[src/rtl/bdlp_pkg.sv]
// ----------------------------------------------------------------------------
// bdlp_pkg
// Shared types and constants for the button debouncer with long-press
// detection.
// ----------------------------------------------------------------------------
package bdlp_pkg;

  // Widths of the fixed stream fields.
  localparam int unsigned FIELD_BITS = 4;
  localparam int unsigned QUERY_BITS = 16;
  localparam int unsigned TICKS_BITS = 16;
  localparam int unsigned IN_DATA_BITS = 24;
  localparam int unsigned OUT_DATA_BITS = 16;

  localparam logic [TICKS_BITS-1:0] TICKS_RESET = 16'd100;

  // A 16-bit value divided by ten is (value * 0xCCCD) >> 19, exact over the
  // whole input range.
  localparam logic [QUERY_BITS-1:0] RECIP_TEN = 16'hCCCD;
  localparam int unsigned RECIP_SHIFT = 19;
  localparam int unsigned QUOT_BITS = 2 * QUERY_BITS - RECIP_SHIFT;

  // Debounced state flags of one button.
  typedef struct packed {
    logic held;
    logic short_press;
    logic long_press;
  } lane_flags_t;

endpackage

[src/rtl/button_debounce_long_press_unit.sv]
// ----------------------------------------------------------------------------
// button_debounce_long_press_unit
// Four-button two-sample debouncer with short and long press detection.
// ----------------------------------------------------------------------------
// Each transaction on the slave stream is one scan tick. One button lane per
// button updates its sample, hold counter and flags in the cycle the tick is
// accepted; the query time is captured in a middle stage while the updated
// state stays in the lane registers; the merge stage divides the query by
// ten, compares it with the counters and loads the result into the output
// register.
// Throughput: one tick per cycle while the receiver takes results; the lane
// state update is the only loop.
// The long-press limit resets to 100 ticks; the user must write it through
// cfg_wr_en/cfg_wr_data only while the stream is idle, which is not enforced.
// Reset (rst, synchronous) clears all samples, counters and flags and empties
// both pipeline stages.
// When the receiver stalls, the output register holds its result and the
// middle stage can still take one more tick; after that s_axis_tready drops
// until the master side moves again.
// ----------------------------------------------------------------------------
module button_debounce_long_press_unit #(
  parameter int unsigned BUTTONS    = 4,
  parameter int unsigned COUNT_BITS = 16
) (
  input  logic                                 clk,
  input  logic                                 rst,
  input  logic                                 cfg_wr_en,
  input  logic [bdlp_pkg::TICKS_BITS-1:0]       cfg_wr_data,   // long_press_ticks
  input  logic                                 s_axis_tvalid,
  output logic                                 s_axis_tready,
  // raw_buttons [3:0], clear_pressed_mask [7:4], query_ms [23:8]
  input  logic [bdlp_pkg::IN_DATA_BITS-1:0]     s_axis_tdata,
  output logic                                 m_axis_tvalid,
  input  logic                                 m_axis_tready,
  // held_mask [3:0], short_press_mask [7:4], long_press_mask [11:8],
  // held_over_query_mask [15:12]
  output logic [bdlp_pkg::OUT_DATA_BITS-1:0]    m_axis_tdata
);
  import bdlp_pkg::*;

  logic [TICKS_BITS-1:0]              long_press_ticks;
  logic                               mid_valid;
  logic [QUERY_BITS-1:0]              mid_query;
  logic                               out_ready;
  logic                               mid_ready;
  logic                               step;
  logic [FIELD_BITS-1:0]              raw_buttons;
  logic [FIELD_BITS-1:0]              clear_mask;
  logic [BUTTONS-1:0][COUNT_BITS-1:0] counts;
  lane_flags_t [BUTTONS-1:0]          flags;

  assign raw_buttons = s_axis_tdata[FIELD_BITS-1:0];
  assign clear_mask  = s_axis_tdata[2*FIELD_BITS-1:FIELD_BITS];

  assign out_ready     = !m_axis_tvalid || m_axis_tready;
  assign mid_ready     = !mid_valid || out_ready;
  assign s_axis_tready = mid_ready;
  assign step          = s_axis_tvalid && s_axis_tready;

  always_ff @(posedge clk) begin
    if (rst) begin
      long_press_ticks <= TICKS_RESET;
    end else if (cfg_wr_en) begin
      long_press_ticks <= cfg_wr_data;
    end
  end

  always_ff @(posedge clk) begin
    if (rst) begin
      mid_valid <= 1'b0;
    end else if (mid_ready) begin
      mid_valid <= step;
    end
  end

  always_ff @(posedge clk) begin
    if (step) begin
      mid_query <= s_axis_tdata[2*FIELD_BITS+QUERY_BITS-1:2*FIELD_BITS];
    end
  end

  // Buttons past the four input bits see a pressed pin and no clear.
  for (genvar i = 0; i < BUTTONS; i++) begin : g_lane
    logic raw_bit;
    logic clear_bit;
    if (i < FIELD_BITS) begin : g_in
      assign raw_bit   = raw_buttons[i];
      assign clear_bit = clear_mask[i];
    end else begin : g_pad
      assign raw_bit   = 1'b0;
      assign clear_bit = 1'b0;
    end

    bdlp_lane #(
      .COUNT_BITS(COUNT_BITS)
    ) u_lane (
      .clk      (clk),
      .rst      (rst),
      .step     (step),
      .raw_bit  (raw_bit),
      .clear_bit(clear_bit),
      .limit    (long_press_ticks),
      .count    (counts[i]),
      .flags    (flags[i])
    );
  end

  bdlp_merge #(
    .BUTTONS   (BUTTONS),
    .COUNT_BITS(COUNT_BITS)
  ) u_merge (
    .clk      (clk),
    .rst      (rst),
    .load     (mid_valid && out_ready),
    .out_ready(m_axis_tready),
    .query_ms (mid_query),
    .counts   (counts),
    .flags    (flags),
    .out_valid(m_axis_tvalid),
    .out_data (m_axis_tdata)
  );

endmodule

[src/rtl/bdlp_lane.sv]
// ----------------------------------------------------------------------------
// bdlp_lane
// State of one button: last sample, hold counter, short and long flags.
// ----------------------------------------------------------------------------
module bdlp_lane #(
  parameter int unsigned COUNT_BITS = 16
) (
  input  logic                           clk,
  input  logic                           rst,
  input  logic                           step,
  input  logic                           raw_bit,
  input  logic                           clear_bit,
  input  logic [bdlp_pkg::TICKS_BITS-1:0] limit,
  output logic [COUNT_BITS-1:0]          count,
  output bdlp_pkg::lane_flags_t          flags
);
  import bdlp_pkg::*;

  localparam int unsigned CMP_BITS = (COUNT_BITS > TICKS_BITS) ? COUNT_BITS : TICKS_BITS;

  logic                  newest_sample;
  logic                  short_flag;
  logic                  long_flag;
  logic [COUNT_BITS-1:0] count_next;
  logic                  short_flag_next;
  logic                  long_flag_next;
  logic                  agree;
  logic                  can_rise;

  // The older sample after the shift equals the current newest sample, so
  // the two agree exactly when the incoming bit matches it.
  assign agree = (raw_bit == newest_sample);

  // A counter that saturates below the limit treats its top value as the limit.
  assign can_rise = (CMP_BITS'(count) < CMP_BITS'(limit)) && (count != {COUNT_BITS{1'b1}});

  always_comb begin
    count_next      = count;
    long_flag_next  = long_flag;
    short_flag_next = short_flag & ~clear_bit;
    if (agree) begin
      if (!raw_bit) begin
        if (can_rise) begin
          count_next = count + COUNT_BITS'(1);
        end else begin
          long_flag_next = 1'b1;
        end
      end else begin
        short_flag_next = (count != '0) && !long_flag;
        count_next      = '0;
        long_flag_next  = 1'b0;
      end
    end
  end

  always_ff @(posedge clk) begin
    if (rst) begin
      newest_sample <= 1'b0;
      count         <= '0;
      short_flag    <= 1'b0;
      long_flag     <= 1'b0;
    end else if (step) begin
      newest_sample <= raw_bit;
      count         <= count_next;
      short_flag    <= short_flag_next;
      long_flag     <= long_flag_next;
    end
  end

  assign flags.held        = (count != '0);
  assign flags.short_press = short_flag;
  assign flags.long_press  = long_flag;

endmodule

[src/rtl/bdlp_merge.sv]
// ----------------------------------------------------------------------------
// bdlp_merge
// Combines the lane states into the result masks and holds the result in
// the output register.
// ----------------------------------------------------------------------------
module bdlp_merge #(
  parameter int unsigned BUTTONS    = 4,
  parameter int unsigned COUNT_BITS = 16
) (
  input  logic                                      clk,
  input  logic                                      rst,
  input  logic                                      load,
  input  logic                                      out_ready,
  input  logic [bdlp_pkg::QUERY_BITS-1:0]            query_ms,
  input  logic [BUTTONS-1:0][COUNT_BITS-1:0]         counts,
  input  bdlp_pkg::lane_flags_t [BUTTONS-1:0]        flags,
  output logic                                      out_valid,
  output logic [bdlp_pkg::OUT_DATA_BITS-1:0]         out_data
);
  import bdlp_pkg::*;

  localparam int unsigned CMP_BITS = (COUNT_BITS > QUOT_BITS) ? COUNT_BITS : QUOT_BITS;

  logic [2*QUERY_BITS-1:0] product;
  logic [QUOT_BITS-1:0]    quotient;
  logic [FIELD_BITS-1:0]   held_m;
  logic [FIELD_BITS-1:0]   short_m;
  logic [FIELD_BITS-1:0]   long_m;
  logic [FIELD_BITS-1:0]   over_m;

  assign product  = (2*QUERY_BITS)'(query_ms) * (2*QUERY_BITS)'(RECIP_TEN);
  assign quotient = product[2*QUERY_BITS-1:RECIP_SHIFT];

  // Only the first four buttons reach the result; missing buttons read zero.
  for (genvar i = 0; i < FIELD_BITS; i++) begin : g_bit
    if (i < BUTTONS) begin : g_lane
      assign held_m[i]  = flags[i].held;
      assign short_m[i] = flags[i].short_press;
      assign long_m[i]  = flags[i].long_press;
      assign over_m[i]  = CMP_BITS'(counts[i]) > CMP_BITS'(quotient);
    end else begin : g_none
      assign held_m[i]  = 1'b0;
      assign short_m[i] = 1'b0;
      assign long_m[i]  = 1'b0;
      assign over_m[i]  = 1'b0;
    end
  end

  always_ff @(posedge clk) begin
    if (rst) begin
      out_valid <= 1'b0;
    end else if (load) begin
      out_valid <= 1'b1;
    end else if (out_ready) begin
      out_valid <= 1'b0;
    end
  end

  always_ff @(posedge clk) begin
    if (load) begin
      out_data <= {over_m, long_m, short_m, held_m};
    end
  end

endmodule

[config.mk]
export PLATFORM = sky130hd
export DESIGN_NAME = button_debounce_long_press_unit
export DESIGN_NICKNAME = d
export VERILOG_FILES = /design/src/rtl/bdlp_pkg.sv /design/src/rtl/button_debounce_long_press_unit.sv /design/src/rtl/bdlp_lane.sv /design/src/rtl/bdlp_merge.sv
export SDC_FILE = /design/constraint.sdc
export NUM_CORES = 1
export LEC_CHECK = 0
export BUFFER_PORTS_ARGS = -buffer_cell sky130_fd_sc_hd__clkbuf_2
export CAP_MARGIN = 40
export CORE_MARGIN = 5
export CORE_UTILIZATION = 55
export DETAILED_ROUTE_END_ITERATION = 7
export PLACE_DENSITY = 0.86
export SLEW_MARGIN = 20
export SYNTH_ARGS = -nofsm -noshare
export SYNTH_HDL_FRONTEND = slang
export SYNTH_HIERARCHICAL = 1
export SYNTH_SLANG_ARGS = --single-unit
[constraint.sdc]
create_clock -name clk -period 6.6 [get_ports clk]
set_input_delay 0.66 -clock clk [delete_from_list [all_inputs] [get_ports clk]]
set_output_delay 0.66 -clock clk [all_outputs]
set_load 0.03 [all_outputs]
# [Yosys cells after proc, flatten, opt, wreduce, memory -nomap -nowiden]
# Index checks and enable logic that the tools add are counted.
[word_totals] reg_bits=126 inputBits=45 word_cells=115
[classes] addsub=4 n_mul=1 n_reduce_logical=35 order_cmp=8 eq_ne=12 mux=26 bitwise_logic=8
[ops] cell="16-bit 2-to-1 mux" n=8
[ops] cell="16-bit by 1-bit adder with 16-bit output, second input constant" n=4
[ops] cell="16-bit by 13-bit greater-than comparator with 1-bit output" n=4
[ops] cell="16-bit < comparator" n=4
[ops] cell="16-bit inequality test, second input constant" n=4
[ops] cell="16-bit nonzero test" n=4
[ops] cell="16-bit by 16-bit multiplier with 32-bit output, second input constant" n=1
[ops] cell="3-bit AND reduction" n=8
[ops] cell="1-bit 2-to-1 mux" n=18
[ops] cell="1-bit logical AND" n=10
[ops] cell="2-bit nonzero test" n=5
[ops] cell="2-bit inequality test, second input constant" n=4
[ops] cell="1-bit zero test" n=6
[ops] cell="1-bit bitwise AND" n=4
[ops] cell="1-bit equality test" n=4
[ops] cell="1-bit inverter" n=4
[ops] cell="1-bit logical OR" n=2

# [Logic depth before layout (Yosys ltp)]
[logic_depth] ltp_word=5 ltp_mapped=28 ltp_nobuf=28

# [By module]
# Netlist, hierarchy kept.
[modules_own_cells] mod="bdlp_merge" n_inst=1 cells_per_inst=658 area_per_inst_um2=6318.6
[modules_own_cells] mod="bdlp_lane (g_lane[0].u_lane ...)" n_inst=3 cells_per_inst=197 area_per_inst_um2=1497.7
[modules_own_cells] mod="bdlp_lane (g_lane[3].u_lane)" n_inst=1 cells_per_inst=192 area_per_inst_um2=1473.9
[modules_own_cells] mod="button_debounce_long_press_unit" n_inst=1 cells_per_inst=75 area_per_inst_um2=1119.8

# [Worst setup path before layout]
# OpenSTA, ideal clock, no wires.
[synth_timing] path_kind="register to register" from="register mid_query[7]" to="register u_merge/out_data[12] (netlist bit), data pin" required_ns=6.333 n_path_buf=0 slack_ns=-0.366 arrival_time_ns=6.699 period_less_slack_ns=6.966 setup_ns=0.267 stages_incl_launch_ff=27 path_cell_list="edfxtp_1 ha_1 inv_1 fa_1 inv_1 fa_1 fa_1 fa_1 inv_1 fa_1 inv_1 ha_1 and2_2 a221oi_1 nor2_1 nor2_4 a21boi_0 nor2_1 o221ai_1 xnor2_1 ha_1 and3_1 a311o_1 a21oi_1 a21bo_2 o2bb2ai_1 a221oi_2"
[synth_between] elab_chain_len=2
[synth_lines] element="start, declared" line="button_debounce_long_press_unit.sv:43" text="logic [QUERY_BITS-1:0] mid_query;"
[synth_lines] element="start signal, assigned" line="button_debounce_long_press_unit.sv:78" text="mid_query <= s_axis_tdata[2*FIELD_BITS+QUERY_BITS-1:2*FIELD_BITS];"
[synth_lines] element="16-bit by 16-bit multiplier with 32-bit output" line="bdlp_merge.sv:31" text="assign product = (2*QUERY_BITS)'(query_ms) * (2*QUERY_BITS)'(RECIP_TEN);"
[synth_lines] element="16-bit by 13-bit greater-than comparator with 1-bit output" line="bdlp_merge.sv:40" text="assign over_m[i] = CMP_BITS'(counts[i]) > CMP_BITS'(quotient);"
[synth_lines] element="named net u_merge.over_m[0]" line="bdlp_merge.sv:29" text="logic [FIELD_BITS-1:0] over_m;"
[synth_lines] element="end signal, assigned" line="bdlp_merge.sv:61" text="out_data <= {over_m, long_m, short_m, held_m};"
[synth_lines] element="end, declared" line="bdlp_merge.sv:18" text="output logic [bdlp_pkg::OUT_DATA_BITS-1:0] out_data"
# The timed path passes the listed nets, and every way through them passes these cells.
# A chain may end at the register's enable or synchronous reset.

# [Worst setup path after layout]
[layout_timing] from="register mid_query[2]" to="register u_merge/out_data[13] (netlist bit), data pin"
# Same word-level chain as after synthesis.

==> impl_metrics.py <==
metrics = {
    "clock_tree": {
        "cts_root_buf": "clkbuf_16",
        "path_clk_slew_ns": 0.07,
        "cts_tree": "yes",
        "cts_buffers": 17,
        "cts_max_level": 4,
        "clockBufferDepth": 2,
        "postCtsHoldBufs": 0,
        "clk_latency_ns": 0.43,
        "clock_sinks": 126,
    },
    "routing": {
        "drc_errors": 0,
        "wl_per_cell_microns": 20.1,
        "drt.antenna.violating_nets": 0,
        "wl_mm": 40.1,
        "vias": 12500,
        "drt_pass1_iterations": 8,
        "vias_per_cell": 6.29,
        "drt_iter0_drc": 1374,
    },
    "synth": {
        "synth.most_common_cell": "inv_1",
        "netlist_top_cells_count": "269 x inv_1, 246 x ha_1, 94 x dfxtp_1, 91 x nor2_1, 80 x fa_1",
        "synth_mux_area_share_pct": 1.34,
        "syn_area_per_cell_sq_um": 8.84,
        "ys.warnings.count": 6,
        "synth_fa_ha_area_share_pct": 34.9,
        "synthTopCellsByArea": "ha_1 23%, dfxtp_1 14%, fa_1 12%",
        "synth_xor_area_share_pct": 1.61,
        "synth_top_area_share_pct": 23.0,
        "synth_top_area_cell": "ha_1",
        "syn_inst": 1516,
        "yosys.area_share.simple_pct": 18.8,
        "syn_area_sq_um": 13400,
        "postSynth.topFlopCell": "dfxtp_1",
        "syn_nets": 1887,
        "synth-compound-area-share_pct": 12.4,
        "ys_types": 79,
        "ys_seq_area_share_pct": 21.2,
        "synth-seq-cells": 126,
        "synth_edf_count": 32,
        "async_reset_ff_share_pct": 0,
        "synth_top_family_by_area": "adder cells",
    },
    "sta": {
        "fin_ws_ns": -0.380,
        "worstMarginPinSlew_ns": 0.656,
        "relSlewSlack_pct": 55.6,
        "period_share_pct": 106,
        "hold_viol_final": 0,
        "maxSlewViolCount": 0,
        "max_freq_mhz": 143,
        "timing.hold.ws_ns": 0.403,
        "finalSetupViolCount": 4,
        "skew_ns": 0.0121,
        "rsz0062_at_grt": "true",
        "min_period_ns": 6.98,
    },
    "floorplan": {
        "core_sq_um": 24200,
        "die_h_microns": 166,
        "die_x_microns": 166,
        "die_area_sq_um": 27600,
        "start_util_pct": 55.4,
        "std_cell_rows": 57,
        "pin_count": 63,
    },
    "global_route": {
        "grt.busiest_layer": "met2",
        "use_met1_pct": 33.7,
        "track_usage_pct": 28.2,
        "grt_first_pass_wirelength_mm": 63.6,
        "antenna_found_initial": 0,
        "grtUsageMet3_pct": 4.19,
        "gr-total-overflow": 0,
        "grt_pass1_vias": 12600,
        "met2_usage_pct": 49.1,
        "grt_max_degree": 38,
    },
    "placed_design": {
        "io_buffers": 62,
        "gp_congestion": 0.954,
        "placed_area_sq_um": 14500,
        "dp_hpwl_mm": 28.2,
    },
    "final_layout": {
        "area_growth_pct": 17.8,
        "final_area_sq_um": 15800,
        "drive_gt1_share_pct": 18.9,
        "diodes": 0,
        "layout.nets": 2028,
    },
    "worst_setup_path": {
        "end_kind": "register",
        "cp.required_ns": 6.76,
        "critPathSlowestCell": "fa_1",
        "critPathKind": "reg -> reg",
        "cp_num_buf_inv": 6,
        "crit_fanout": 4,
        "cp.arrival_ns": 7.14,
        "crit_path_max_incr_delay_ns": 0.56,
        "cp_top_family": "adder cells",
        "cp-start-kind": "register",
    },
    "power": {
        "comb_power_share_pct": 77.1,
        "ir_drop_mv": 0.667,
        "power.switching_w": 0.00374,
        "powerDensity_nw_per_um2": 503,
        "clockPowerShare_pct": 12.2,
        "switching_share_pct": 47.1,
        "pwr-share-seq_pct": 10.6,
        "p_leak_nw": 7.34,
        "power_w": 0.00795,
        "p_int_w": 0.00421,
    },
    "outcome": {
        "status": "finished with violations",
        "violations": "setup timing",
    },
    "job": {
        "drv_cap": 0,
    },
    "hold_path": {
        "min_path_type": "in -> reg",
    },
}
==> registers in the layout, summed over array words and instances, names as in the netlist <==
| register | cells |
|---|---|
| g_lane.u_lane/count | 64 |
| g_lane.u_lane/long_flag | 4 |
| g_lane.u_lane/newest_sample | 4 |
| g_lane.u_lane/short_flag | 4 |
| long_press_ticks | 16 |
| mid_query | 16 |
| mid_valid | 1 |
| u_merge/out_data | 16 |
| u_merge/out_valid | 1 |
==> layout by cell type, fill, tap and decap left out, types with 15 or more instances in the layout <==
cell type	netlist	layout
edfxtp_1	32	32
nor4_1	26	22
dfxtp_1	94	94
nor3_1	19	19
nand2_1	74	73
o21ai_0	48	43
a31oi_1	40	40
buf_4	8	94
a21oi_1	68	62
ha_4	0	23
clkbuf_16	0	17
a21o_1	19	19
nor2_1	91	89
nand3b_1	17	17
nor2b_1	15	15
nand4_1	42	42
mux2i_1	18	18
inv_1	269	259
or4_1	15	15
nand3_1	72	72
ha_1	246	222
fa_1	80	75
clkbuf_2	4	62
==> power by group through the flow <==
| stage | logic (W) | clock network (W) | registers (W) |
|---|---|---|---|
| global route | 0.00665 | 0.00103 | 0.000846 |
| CTS | 0.00561 | 0.000975 | 0.000843 |
| floorplan | 0.00314 | 0 | 0.000859 |
| global placement | 0.00473 | 0 | 0.000858 |
| detailed placement | 0.00513 | 0 | 0.000859 |
| finish | 0.00613 | 0.000973 | 0.000845 |
==> path summary, 6_finish.rpt <==
check / depth (start not counted) / from / slack [ns] / to
worst max-delay path: 28 / mid_query[2] / -0.38 / u_merge/out_data[13]
worst min-delay path: 1 / s_axis_tdata[12] / 0.40 / mid_query[4]
worst max register to register: 28 / mid_query[2] / -0.38 / u_merge/out_data[13]
worst min register to register: 0 / g_lane[0].u_lane/short_flag / 0.43 / u_merge/out_data[4]
==> stage by stage <==
step / setup slack [ns] / utilization (%) / TNS [ns] / instances
after CTS: -0.235 / 64.5 / -0.672 / 1986
after global placement: -0.317 / 60.2 / -0.999 / 1939
after floorplan: 0.00269 / - / 0 / 1516
final: -0.380 / 65.3 / -1.33 / 1994
after detailed placement: -0.602 / 60.2 / -2.23 / 1939
after global routing: -0.554 / 65.3 / -2.04 / 1994
==> area by class of cell <==
class	instances	area, sq um
well taps	324	405
flip-flops and latches	126	2840
fillers	1768	8390
inverters	269	1010
clock buffers	18	429
repair buffers	164	1110
multi-input cells	1079	9820
clock inverters	14	170
==> repair_timing <==
action                                 in CTS  in global routing
pin swaps                                  46                 16
gates resized for setup                    56                 23
setup endpoints to repair                   4                  4
gates cloned                                0                  0
buffers inserted                           16                  8
endpoints found under the hold margin       0                  0
==> layer usage <==
metal / vias to the layer above / share of wire (%)
li1: 5628 / -
met1: 5946 / 37
met2: 771 / 49
met3: 199 / 8.1
met4: 0 / 5.6
met5: - / 0
==> logic make-up after synthesis <==
group / count (synthesis)
simple gates: 455
fa+ha+maj: 326
buf+inv: 311
compound gates: 258
flops: 126
xor+xnor: 22
mux: 18
Power figures use the tool's default switching activity.
